===== config.mk =====
export PLATFORM = sky130hd
export DESIGN_NAME = crc32_byte_stuffing_framer_core
export DESIGN_NICKNAME = d
export VERILOG_FILES = /design/src/rtl/cbsf_pkg.sv /design/src/rtl/crc32_byte_stuffing_framer_core.sv /design/src/rtl/cbsf_front.sv /design/src/rtl/cbsf_back.sv
export SDC_FILE = /design/constraint.sdc
export NUM_CORES = 1
export LEC_CHECK = 0
export BUFFER_PORTS_ARGS = -buffer_cell sky130_fd_sc_hd__buf_2
export CAP_MARGIN = 20
export CORE_UTILIZATION = 46
export DETAILED_ROUTE_END_ITERATION = 6
export PLACE_DENSITY_LB_ADDON = 0.2
export SLEW_MARGIN = 25
export SYNTH_ARGS = -nofsm -noshare
export SYNTH_HDL_FRONTEND = slang
export SYNTH_HIERARCHICAL = 1
export SYNTH_SLANG_ARGS = --single-unit

===== constraint.sdc =====
create_clock -name clk -period 5.73 [get_ports clk]
set_clock_uncertainty 0.15 [all_clocks]
set_input_delay 0.2865 -clock clk [delete_from_list [all_inputs] [get_ports clk]]
set_output_delay 0.2865 -clock clk [all_outputs]
set_load 0.03 [all_outputs]

===== src/rtl/cbsf_pkg.sv =====
// ----------------------------------------------------------------------------
// cbsf_pkg
// Shared types, constants and the byte-wide CRC-32 step for the framer.
// ----------------------------------------------------------------------------
package cbsf_pkg;

  localparam int QDEPTH = 4;
  localparam int QAW    = $clog2(QDEPTH);

  localparam logic [31:0] CRC_POLY_REFL = 32'hEDB8_8320;
  localparam logic [31:0] CRC_ONES      = 32'hFFFF_FFFF;

  localparam int CFG_IDX_W = 3;

  typedef enum logic [CFG_IDX_W-1:0] {
    REG_LEADER_BYTE   = 3'd0,
    REG_LEADER_LENGTH = 3'd1,
    REG_ESCAPE_BYTE   = 3'd2,
    REG_CRC_ENABLE    = 3'd3
  } reg_idx_t;

  typedef enum logic [1:0] {
    PH_DATA,
    PH_LEAD,
    PH_CRC,
    PH_ESC
  } phase_t;

  // queue entry between front and back
  typedef struct packed {
    logic [7:0] data;
    logic       last;
    logic       first;
  } q_entry_t;

  // active configuration, leader length already clamped to 2..8
  typedef struct packed {
    logic [7:0] leader_byte;
    logic [3:0] lead_len;
    logic [7:0] escape_byte;
    logic       crc_en;
  } cfg_t;

  function automatic logic [31:0] crc32_byte(input logic [31:0] crc, input logic [7:0] b);
    logic [31:0] c;
    c = crc ^ {24'd0, b};
    for (int k = 0; k < 8; k++) begin
      c = c[0] ? ((c >> 1) ^ CRC_POLY_REFL) : (c >> 1);
    end
    return c;
  endfunction

endpackage


===== src/rtl/crc32_byte_stuffing_framer_core.sv =====
// ----------------------------------------------------------------------------
// crc32_byte_stuffing_framer_core
// Byte-stuffing framer with leader, escape insertion and appended CRC-32.
//
//   channel  handshake              payload
//   input    push / full            in_byte[7:0], last
//   result   pop / empty            out_byte[7:0], end_of_frame
//   config   cfg_valid / cfg_ready  cfg_index[2:0], cfg_data[7:0]
//
// One output word per cycle while the receiver pops; each input byte yields its
// data word plus every inserted leader, escape or CRC word, set by the single
// back-end sequencer. A 4-deep queue lets input keep flowing while the back end
// inserts words. An accepted byte is queued, then its first word is registered.
// rst is synchronous and restores register defaults; cfg_ready is always high.
// ----------------------------------------------------------------------------
module crc32_byte_stuffing_framer_core import cbsf_pkg::*; (
  input  logic                 clk,
  input  logic                 rst,
  input  logic                 push,
  output logic                 full,
  input  logic [7:0]           in_byte,
  input  logic                 last,
  output logic                 empty,
  input  logic                 pop,
  output logic [7:0]           out_byte,
  output logic                 end_of_frame,
  input  logic                 cfg_valid,
  output logic                 cfg_ready,
  input  logic [CFG_IDX_W-1:0] cfg_index,
  input  logic [7:0]           cfg_data
);

  logic [7:0] leader_byte;
  logic [3:0] leader_length;
  logic [7:0] escape_byte;
  logic       crc_enable;
  cfg_t       cfg;
  logic       q_valid;
  q_entry_t   q_head;
  logic       q_pop;

  assign cfg_ready = 1'b1;

  always_ff @(posedge clk) begin
    if (rst) begin
      leader_byte   <= 8'd60;
      leader_length <= 4'd4;
      escape_byte   <= 8'd195;
      crc_enable    <= 1'b1;
    end else if (cfg_valid && cfg_ready) begin
      unique case (cfg_index)
        REG_LEADER_BYTE:   leader_byte   <= cfg_data;
        REG_LEADER_LENGTH: leader_length <= cfg_data[3:0];
        REG_ESCAPE_BYTE:   escape_byte   <= cfg_data;
        REG_CRC_ENABLE:    crc_enable    <= cfg_data[0];
        default: ;
      endcase
    end
  end

  always_comb begin
    cfg.leader_byte = leader_byte;
    cfg.escape_byte = escape_byte;
    cfg.crc_en      = crc_enable;
    if (leader_length < 4'd2) begin
      cfg.lead_len = 4'd2;
    end else if (leader_length > 4'd8) begin
      cfg.lead_len = 4'd8;
    end else begin
      cfg.lead_len = leader_length;
    end
  end

  cbsf_front u_front (
    .clk     (clk),
    .rst     (rst),
    .push    (push),
    .full    (full),
    .in_byte (in_byte),
    .last    (last),
    .q_valid (q_valid),
    .q_head  (q_head),
    .q_pop   (q_pop)
  );

  cbsf_back u_back (
    .clk          (clk),
    .rst          (rst),
    .cfg          (cfg),
    .q_valid      (q_valid),
    .q_head       (q_head),
    .q_pop        (q_pop),
    .empty        (empty),
    .pop          (pop),
    .out_byte     (out_byte),
    .end_of_frame (end_of_frame)
  );

endmodule


===== src/rtl/cbsf_front.sv =====
// ----------------------------------------------------------------------------
// cbsf_front
// Accepts packet bytes, tags the first byte of each packet and queues them.
// ----------------------------------------------------------------------------
module cbsf_front import cbsf_pkg::*; (
  input  logic       clk,
  input  logic       rst,
  input  logic       push,
  output logic       full,
  input  logic [7:0] in_byte,
  input  logic       last,
  output logic       q_valid,
  output q_entry_t   q_head,
  input  logic       q_pop
);

  q_entry_t       mem [QDEPTH];
  logic [QAW-1:0] wr_ptr;
  logic [QAW-1:0] rd_ptr;
  logic [QAW:0]   count;
  logic           in_pkt;
  logic           acc;

  assign full    = (count == (QAW+1)'(QDEPTH));
  assign q_valid = (count != '0);
  assign q_head  = mem[rd_ptr];
  assign acc     = push && !full;

  always_ff @(posedge clk) begin
    if (acc) begin
      mem[wr_ptr] <= '{data: in_byte, last: last, first: !in_pkt};
    end
  end

  always_ff @(posedge clk) begin
    if (rst) begin
      wr_ptr <= '0;
      rd_ptr <= '0;
      count  <= '0;
      in_pkt <= 1'b0;
    end else begin
      if (acc) begin
        wr_ptr <= wr_ptr + 1'b1;
        in_pkt <= !last;
      end
      if (q_pop) begin
        rd_ptr <= rd_ptr + 1'b1;
      end
      unique case ({acc, q_pop})
        2'b10:   count <= count + 1'b1;
        2'b01:   count <= count - 1'b1;
        default: count <= count;
      endcase
    end
  end

endmodule


===== src/rtl/cbsf_back.sv =====
// ----------------------------------------------------------------------------
// cbsf_back
// Frame sequencer: leader, stuffed data, escape and CRC bytes, output word.
// ----------------------------------------------------------------------------
module cbsf_back import cbsf_pkg::*; (
  input  logic       clk,
  input  logic       rst,
  input  cfg_t       cfg,
  input  logic       q_valid,
  input  q_entry_t   q_head,
  output logic       q_pop,
  output logic       empty,
  input  logic       pop,
  output logic [7:0] out_byte,
  output logic       end_of_frame
);

  phase_t      phase, phase_next;
  logic [3:0]  lead_cnt, lead_cnt_next;
  logic        lead_done, lead_done_next;
  logic [2:0]  leader_run, leader_run_next;
  logic [31:0] crc_reg, crc_reg_next;
  logic [1:0]  crc_idx, crc_idx_next;
  logic        esc_crc, esc_crc_next;
  logic        esc_end, esc_end_next;
  logic        ovalid;

  logic        adv, fire;
  logic        emit_v, emit_eof, pop_sel;
  logic [7:0]  emit_b;
  logic [7:0]  stuff_in;
  logic [7:0]  crc_b;
  logic [31:0] crc_fin;
  logic [2:0]  run_new;
  logic [2:0]  thresh;
  logic        esc;

  assign adv     = !ovalid || pop;
  assign fire    = adv && emit_v;
  assign q_pop   = fire && pop_sel;
  assign empty   = !ovalid;
  assign thresh  = 3'(cfg.lead_len - 4'd1);
  assign crc_fin = ~crc_reg;

  always_comb begin
    unique case (crc_idx)
      2'd0: crc_b = crc_fin[31:24];
      2'd1: crc_b = crc_fin[23:16];
      2'd2: crc_b = crc_fin[15:8];
      2'd3: crc_b = crc_fin[7:0];
    endcase
  end

  assign stuff_in = (phase == PH_CRC) ? crc_b : q_head.data;
  assign run_new  = (stuff_in == cfg.leader_byte) ? leader_run + 3'd1 : 3'd0;
  assign esc      = (run_new == thresh);

  always_comb begin
    phase_next      = phase;
    lead_cnt_next   = lead_cnt;
    lead_done_next  = lead_done;
    leader_run_next = leader_run;
    crc_reg_next    = crc_reg;
    crc_idx_next    = crc_idx;
    esc_crc_next    = esc_crc;
    esc_end_next    = esc_end;
    emit_v          = 1'b0;
    emit_b          = cfg.leader_byte;
    emit_eof        = 1'b0;
    pop_sel         = 1'b0;
    unique case (phase)
      PH_DATA: begin
        if (q_valid) begin
          emit_v = 1'b1;
          if (q_head.first && !lead_done) begin
            lead_cnt_next = 4'd1;
            phase_next    = PH_LEAD;
          end else begin
            emit_b          = q_head.data;
            pop_sel         = 1'b1;
            lead_done_next  = 1'b0;
            crc_reg_next    = crc32_byte(crc_reg, q_head.data);
            crc_idx_next    = 2'd0;
            leader_run_next = esc ? 3'd0 : run_new;
            if (esc) begin
              phase_next   = PH_ESC;
              esc_crc_next = q_head.last && cfg.crc_en;
              esc_end_next = q_head.last && !cfg.crc_en;
            end else if (q_head.last && cfg.crc_en) begin
              phase_next = PH_CRC;
            end else if (q_head.last) begin
              emit_eof        = 1'b1;
              leader_run_next = 3'd0;
              crc_reg_next    = CRC_ONES;
            end
          end
        end
      end
      PH_LEAD: begin
        emit_v        = 1'b1;
        lead_cnt_next = lead_cnt + 4'd1;
        if (lead_cnt + 4'd1 == cfg.lead_len) begin
          phase_next     = PH_DATA;
          lead_done_next = 1'b1;
        end
      end
      PH_CRC: begin
        emit_v          = 1'b1;
        emit_b          = crc_b;
        crc_idx_next    = crc_idx + 2'd1;
        leader_run_next = esc ? 3'd0 : run_new;
        if (esc) begin
          phase_next   = PH_ESC;
          esc_crc_next = (crc_idx != 2'd3);
          esc_end_next = (crc_idx == 2'd3);
          if (crc_idx == 2'd3) begin
            crc_reg_next = CRC_ONES;
          end
        end else if (crc_idx == 2'd3) begin
          emit_eof        = 1'b1;
          leader_run_next = 3'd0;
          crc_reg_next    = CRC_ONES;
          phase_next      = PH_DATA;
        end
      end
      PH_ESC: begin
        emit_v          = 1'b1;
        emit_b          = cfg.escape_byte;
        emit_eof        = esc_end;
        leader_run_next = 3'd0;
        phase_next      = esc_crc ? PH_CRC : PH_DATA;
        if (esc_end) begin
          crc_reg_next = CRC_ONES;
        end
      end
    endcase
  end

  always_ff @(posedge clk) begin
    if (rst) begin
      phase      <= PH_DATA;
      lead_cnt   <= '0;
      lead_done  <= 1'b0;
      leader_run <= '0;
      crc_reg    <= CRC_ONES;
      crc_idx    <= '0;
      esc_crc    <= 1'b0;
      esc_end    <= 1'b0;
      ovalid     <= 1'b0;
    end else begin
      if (fire) begin
        phase      <= phase_next;
        lead_cnt   <= lead_cnt_next;
        lead_done  <= lead_done_next;
        leader_run <= leader_run_next;
        crc_reg    <= crc_reg_next;
        crc_idx    <= crc_idx_next;
        esc_crc    <= esc_crc_next;
        esc_end    <= esc_end_next;
        ovalid     <= 1'b1;
      end else if (pop) begin
        ovalid <= 1'b0;
      end
    end
  end

  always_ff @(posedge clk) begin
    if (fire) begin
      out_byte     <= emit_b;
      end_of_frame <= emit_eof;
    end
  end

  a_lead_cnt_range: assert property (@(posedge clk) disable iff (rst)
    (phase == PH_LEAD) |-> (lead_cnt != 4'd0 && lead_cnt < cfg.lead_len))
    else $error("leader count out of range");

  a_pop_needs_word: assert property (@(posedge clk) disable iff (rst)
    q_pop |-> q_valid)
    else $error("queue popped while empty");

  a_frame_end_clears: assert property (@(posedge clk) disable iff (rst)
    (fire && emit_eof) |=> (leader_run == 3'd0 && crc_reg == CRC_ONES && phase == PH_DATA))
    else $error("frame state not cleared after end of frame");

endmodule


==> report_table.html <==
<table>
<tr><th>Metric</th><th>Value</th></tr>
<tr><th colspan="2">Critical path</th></tr>
<tr><td>Critical Path, Cell by Cell</td><td>nand2b_1 &gt; a21oi_1 &gt; a221o_1 &gt; a32o_2 &gt; nor4_4 &gt; mux2i_4 &gt; buf_4 &gt; a31oi_1</td></tr>
<tr><td>Startpoint class of the critical path</td><td>flop</td></tr>
<tr><td>Master of the slowest instance on the critical path</td><td>dfxtp_1</td></tr>
<tr><td>Critical path start-end classification</td><td>flop to flop</td></tr>
<tr><td>Worst Path Required</td><td>5.85 ns</td></tr>
<tr><td>Worst Path Max Fanout</td><td>32</td></tr>
<tr><td>CP endpoint kind</td><td>flop</td></tr>
<tr><td>Longest individual stage delay on the worst path</td><td>0.82 ns</td></tr>
<tr><td>Arrival time of data at the critical path endpoint</td><td>4.42 ns</td></tr>
<tr><th colspan="2">Finish</th></tr>
<tr><td>Fill cells</td><td>1,174</td></tr>
<tr><td>Final std cells w/o fill</td><td>867</td></tr>
<tr><td>Max FFs per register</td><td>40</td></tr>
<tr><td>Share of layout cells above drive strength 1</td><td>between 15 and 20%</td></tr>
<tr><td>Area Overhead vs Synth</td><td>15.4%</td></tr>
<tr><td>Number of nets at the end of the flow</td><td>between 700 and 800</td></tr>
<tr><td>Antenna fix cells</td><td>0</td></tr>
<tr><th colspan="2">Clock tree</th></tr>
<tr><td>Cts bufs inserted</td><td>17</td></tr>
<tr><td>Clock Tree Root</td><td>clkbuf_16</td></tr>
<tr><td># clock sinks</td><td>~130</td></tr>
<tr><td>CTS H-Tree Depth</td><td>4</td></tr>
<tr><td>Worst skew pair latency</td><td>0.43 ns</td></tr>
<tr><td>Bufs on Longest Clock Path</td><td>2</td></tr>
<tr><td>CTS clock-pin slew for the worst setup and hold paths</td><td>about 0.060 ns</td></tr>
<tr><td>TritonCTS clock tree</td><td>done</td></tr>
<tr><td>Post-CTS sizing</td><td>0</td></tr>
<tr><th colspan="2">Logic synthesis</th></tr>
<tr><td>Count of different cell masters after synthesis</td><td>roughly 60</td></tr>
<tr><td>Warning count from the yosys run</td><td>6</td></tr>
<tr><td>Most area-consuming cells after synthesis</td><td>dfxtp_1, edfxtp_1, xnor2_1</td></tr>
<tr><td>Share of flip-flops with an asynchronous set or reset</td><td>0%</td></tr>
<tr><td>Gate Count Post-Synth</td><td>631</td></tr>
<tr><td>Number of enable flip-flop cells after synthesis</td><td>49</td></tr>
<tr><td>Mapped Avg Cell Area</td><td>around 11 um^2</td></tr>
<tr><td>Seq cells post-synth</td><td>~130</td></tr>
<tr><td>Largest area contributor in the netlist</td><td>dfxtp_1</td></tr>
<tr><td>Most instantiated cells after synthesis</td><td>dfxtp_1, nor2_1, xnor2_1, edfxtp_1, nor2b_1</td></tr>
<tr><td>Share of the synthesized area in the top cell type</td><td>23.2%</td></tr>
<tr><td>Post-synthesis instance area</td><td>0.00674 mm^2</td></tr>
<tr><td>Synthesized net count</td><td>669</td></tr>
<tr><td>Proportion of synthesized chip area in sequential cells</td><td>45.0%</td></tr>
<tr><td>Most common flop cell mapped by yosys</td><td>dfxtp_1</td></tr>
<tr><th colspan="2">Global routing</th></tr>
<tr><td>Antenna violations before repair</td><td>0</td></tr>
<tr><td>Largest net degree at the start of global routing</td><td>61</td></tr>
<tr><td>Global-route wire length before repair</td><td>23,500 um</td></tr>
<tr><td>Total routing resource utilization after global routing</td><td>20.8%</td></tr>
<tr><td>Via count of the first global-routing pass</td><td>approximately 4,600</td></tr>
<tr><td>Remaining global-route overflow</td><td>0</td></tr>
<tr><th colspan="2">Route</th></tr>
<tr><td>Final wirelength</td><td>14,800 um</td></tr>
<tr><td>Antenna viol nets, final</td><td>0</td></tr>
<tr><td>DR WL/cell</td><td>17.0 um</td></tr>
<tr><td>DRC violations left</td><td>0</td></tr>
<tr><td>Via-to-Cell Ratio</td><td>5.58</td></tr>
<tr><td>First-pass DRT Iterations</td><td>5</td></tr>
<tr><td>DR iter-0 viols</td><td>285</td></tr>
<tr><td>Via count</td><td>~4,800</td></tr>
<tr><th colspan="2">Timing</th></tr>
<tr><td>Fin. Hold Viols</td><td>0</td></tr>
<tr><td>Min cycle time layout</td><td>4.30 ns</td></tr>
<tr><td>Share of the clock period used by the worst path after layout</td><td>75.0%</td></tr>
<tr><td>RSZ-0062 raised after global routing</td><td>false</td></tr>
<tr><td># setup viols final</td><td>0</td></tr>
<tr><td>Achievable frequency</td><td>around 230 MHz</td></tr>
<tr><td>Slew headroom</td><td>33.3%</td></tr>
<tr><td>Pins over their slew limit</td><td>0</td></tr>
<tr><td>Worst Max-Slew Pin Slew</td><td>0.992 ns</td></tr>
<tr><td>Sum of negative setup slack</td><td>0 ns</td></tr>
<tr><th colspan="2">Power and ir drop</th></tr>
<tr><td>Static Leak</td><td>2.68 nW</td></tr>
<tr><td>Combinational share of power</td><td>48.0%</td></tr>
<tr><td>Share of power burned in the clock network</td><td>23.6%</td></tr>
<tr><td>Overall power consumption</td><td>about 4.6 mW</td></tr>
<tr><td>Net switching power of the design</td><td>between 1.5 and 2 mW</td></tr>
<tr><td>Total internal power</td><td>2.73 mW</td></tr>
<tr><td>Part of the power in registers</td><td>28.4%</td></tr>
<tr><td>Largest voltage drop on the vdd net</td><td>about 0.00026 V</td></tr>
<tr><td>Cell Pwr Density</td><td>594 mW/mm^2</td></tr>
<tr><td>Sw frac</td><td>40.9%</td></tr>
<tr><th colspan="2">Placement</th></tr>
<tr><td>Gp weighted congestion</td><td>0.841</td></tr>
<tr><td>Buffers on Ports</td><td>35</td></tr>
<tr><td>DP Cell Count</td><td>819</td></tr>
<tr><td>HPWL Detailed</td><td>10,300 um</td></tr>
<tr><th colspan="2">Floorplanning</th></tr>
<tr><td>Effective utilization at floorplan</td><td>~48%</td></tr>
<tr><td>Die extent in y</td><td>123 um</td></tr>
<tr><td>Die span in x</td><td>123 um</td></tr>
<tr><td>Core area</td><td>0.0141 mm^2</td></tr>
<tr><td>Die area</td><td>0.0151 mm^2</td></tr>
<tr><td>Std cell rows</td><td>43</td></tr>
<tr><td>Boundary pin count</td><td>37</td></tr>
<tr><th colspan="2">Hold path</th></tr>
<tr><td>Min-Delay Path Class</td><td>input port to flop</td></tr>
<tr><th colspan="2">Run</th></tr>
<tr><td>Max-cap violations</td><td>0</td></tr>
<tr><th colspan="2">Status</th></tr>
<tr><td>Result of the run</td><td>completed</td></tr>
</table>
[cell families (layout without fill, tap and decap cells)]
| logic type | Yosys count | after routing | share of synthesized area, % |
|---|---|---|---|
| AO/OA/AOI/OAI | 117 | 117 | 14.2 |
| XOR/XNOR | 85 | 85 | 11.2 |
| adder cells (fa/ha/maj) | 13 | 13 | 2.52 |
| buffers and inverters | 47 | 103 | 3.49 |
| flip-flops | 127 | 127 | 45.0 |
| multiplexers | 37 | 37 | 7.37 |
| other | 1 | 1 | 0.0556 |
| AND/OR/NAND/NOR | 204 | 204 | 16.1 |
[critical path, delay by kind of cell, from the launching register on]
kind	cells	cell delay, ns
AND/OR/NAND/NOR	2	1.37
flip-flops	1	0.82
buffers and inverters	1	0.46
multiplexers	1	0.32
AO/OA/AOI/OAI	4	0.99
[path summary, 6_finish.rpt]
| check | from | end | slack [ns] | cells after the start |
|---|---|---|---|---|
| worst min-delay path | cfg_data[3] | leader_byte[3] | 0.006 | 3 |
| worst max-delay path | u_back/phase[0] | u_back/crc_reg[21] | 1.43 | 8 |
| worst max register to register | u_back/phase[0] | u_back/crc_reg[21] | 1.43 | 8 |
| worst min register to register | leader_length[0] | leader_length[0] | 0.33 | 2 |
[power by group through the flow]
stage / logic [mW] / clock network [mW] / registers [mW]
after floorplan: 1.75 / 0 / 1.33
after global routing: 2.40 / 1.15 / 1.34
after CTS: 2.21 / 1.11 / 1.31
after detailed placement: 2.18 / 0 / 1.33
final: 2.22 / 1.09 / 1.31
after global placement: 2.16 / 0 / 1.32
[stage by stage]
step	hold slack, ns	utilization (%)	area (um^2)	setup WS, ns
2_1_floorplan	0.216	-	6740	2.33
3_3_place_gp	0.309	49.8	7020	1.70
3_5_place_dp	0.318	49.8	7020	1.50
4_1_cts	0.00125	55.2	7780	1.49
5_1_grt	0.0143	55.2	7780	1.17
6_report	0.00582	55.2	7780	1.43
[layout by cell type, fill, tap and decap left out, drive strengths merged, types with 2 or more instances in the layout]
cell type | Yosys | routed
and3 | 7 | 7
edfxtp | 49 | 49
a32o | 4 | 4
clkbuf | 19 | 19
mux2i | 26 | 26
nand4b | 2 | 2
nand2b | 23 | 23
inv | 15 | 18
dfxtp | 78 | 78
nor3b | 2 | 2
a21oi | 23 | 23
nor2 | 78 | 78
clkinvlp | 0 | 2
xor2 | 29 | 29
bufinv | 0 | 3
xnor2 | 55 | 55
buf | 13 | 40
or4 | 8 | 8
a31oi | 40 | 40
or3 | 4 | 4
clkinv | 0 | 5
nor2b | 31 | 31
a222oi | 8 | 8
mux4 | 10 | 10
nor4 | 3 | 3
nand3 | 10 | 10
nand2 | 20 | 20
o21ai | 20 | 20
a221o | 8 | 8
and2 | 5 | 5
nand3b | 2 | 2
ha | 12 | 12
nor3 | 5 | 5
dlygate4sd3 | 0 | 16
a32oi | 2 | 2
[metal layers]
metal | part of all wire [%] | global-route usage (%) | vias to the layer above
li1 | - | - | 2352
met1 | 47 | 26.4 | 2316
met2 | 47 | 34.3 | 149
met3 | 4.3 | 4.80 | 22
met4 | 2.1 | 8.21 | 0
met5 | 0 | 0 | -
[area by class of cell]
cell class / count / area (um^2) / share of cell area, %
Clock buffer: 19 / 433 / 5.56
Inverter: 15 / 56.3 / 0.724
Tap cell: 180 / 225 / 2.89
Clock inverter: 13 / 163 / 2.09
Multi-Input combinational cell: 457 / 3500 / 45.0
Timing Repair Buffer: 56 / 373 / 4.79
Sequential cell: 127 / 3030 / 39.0
[what timing repair did]
item | 4_1_cts | 5_1_grt
setup buffers | 0 | 0
hold buffers | 16 | 0
hold endpoints to repair | 44 | 0
No activity file was read; power rests on OpenSTA's default activity.
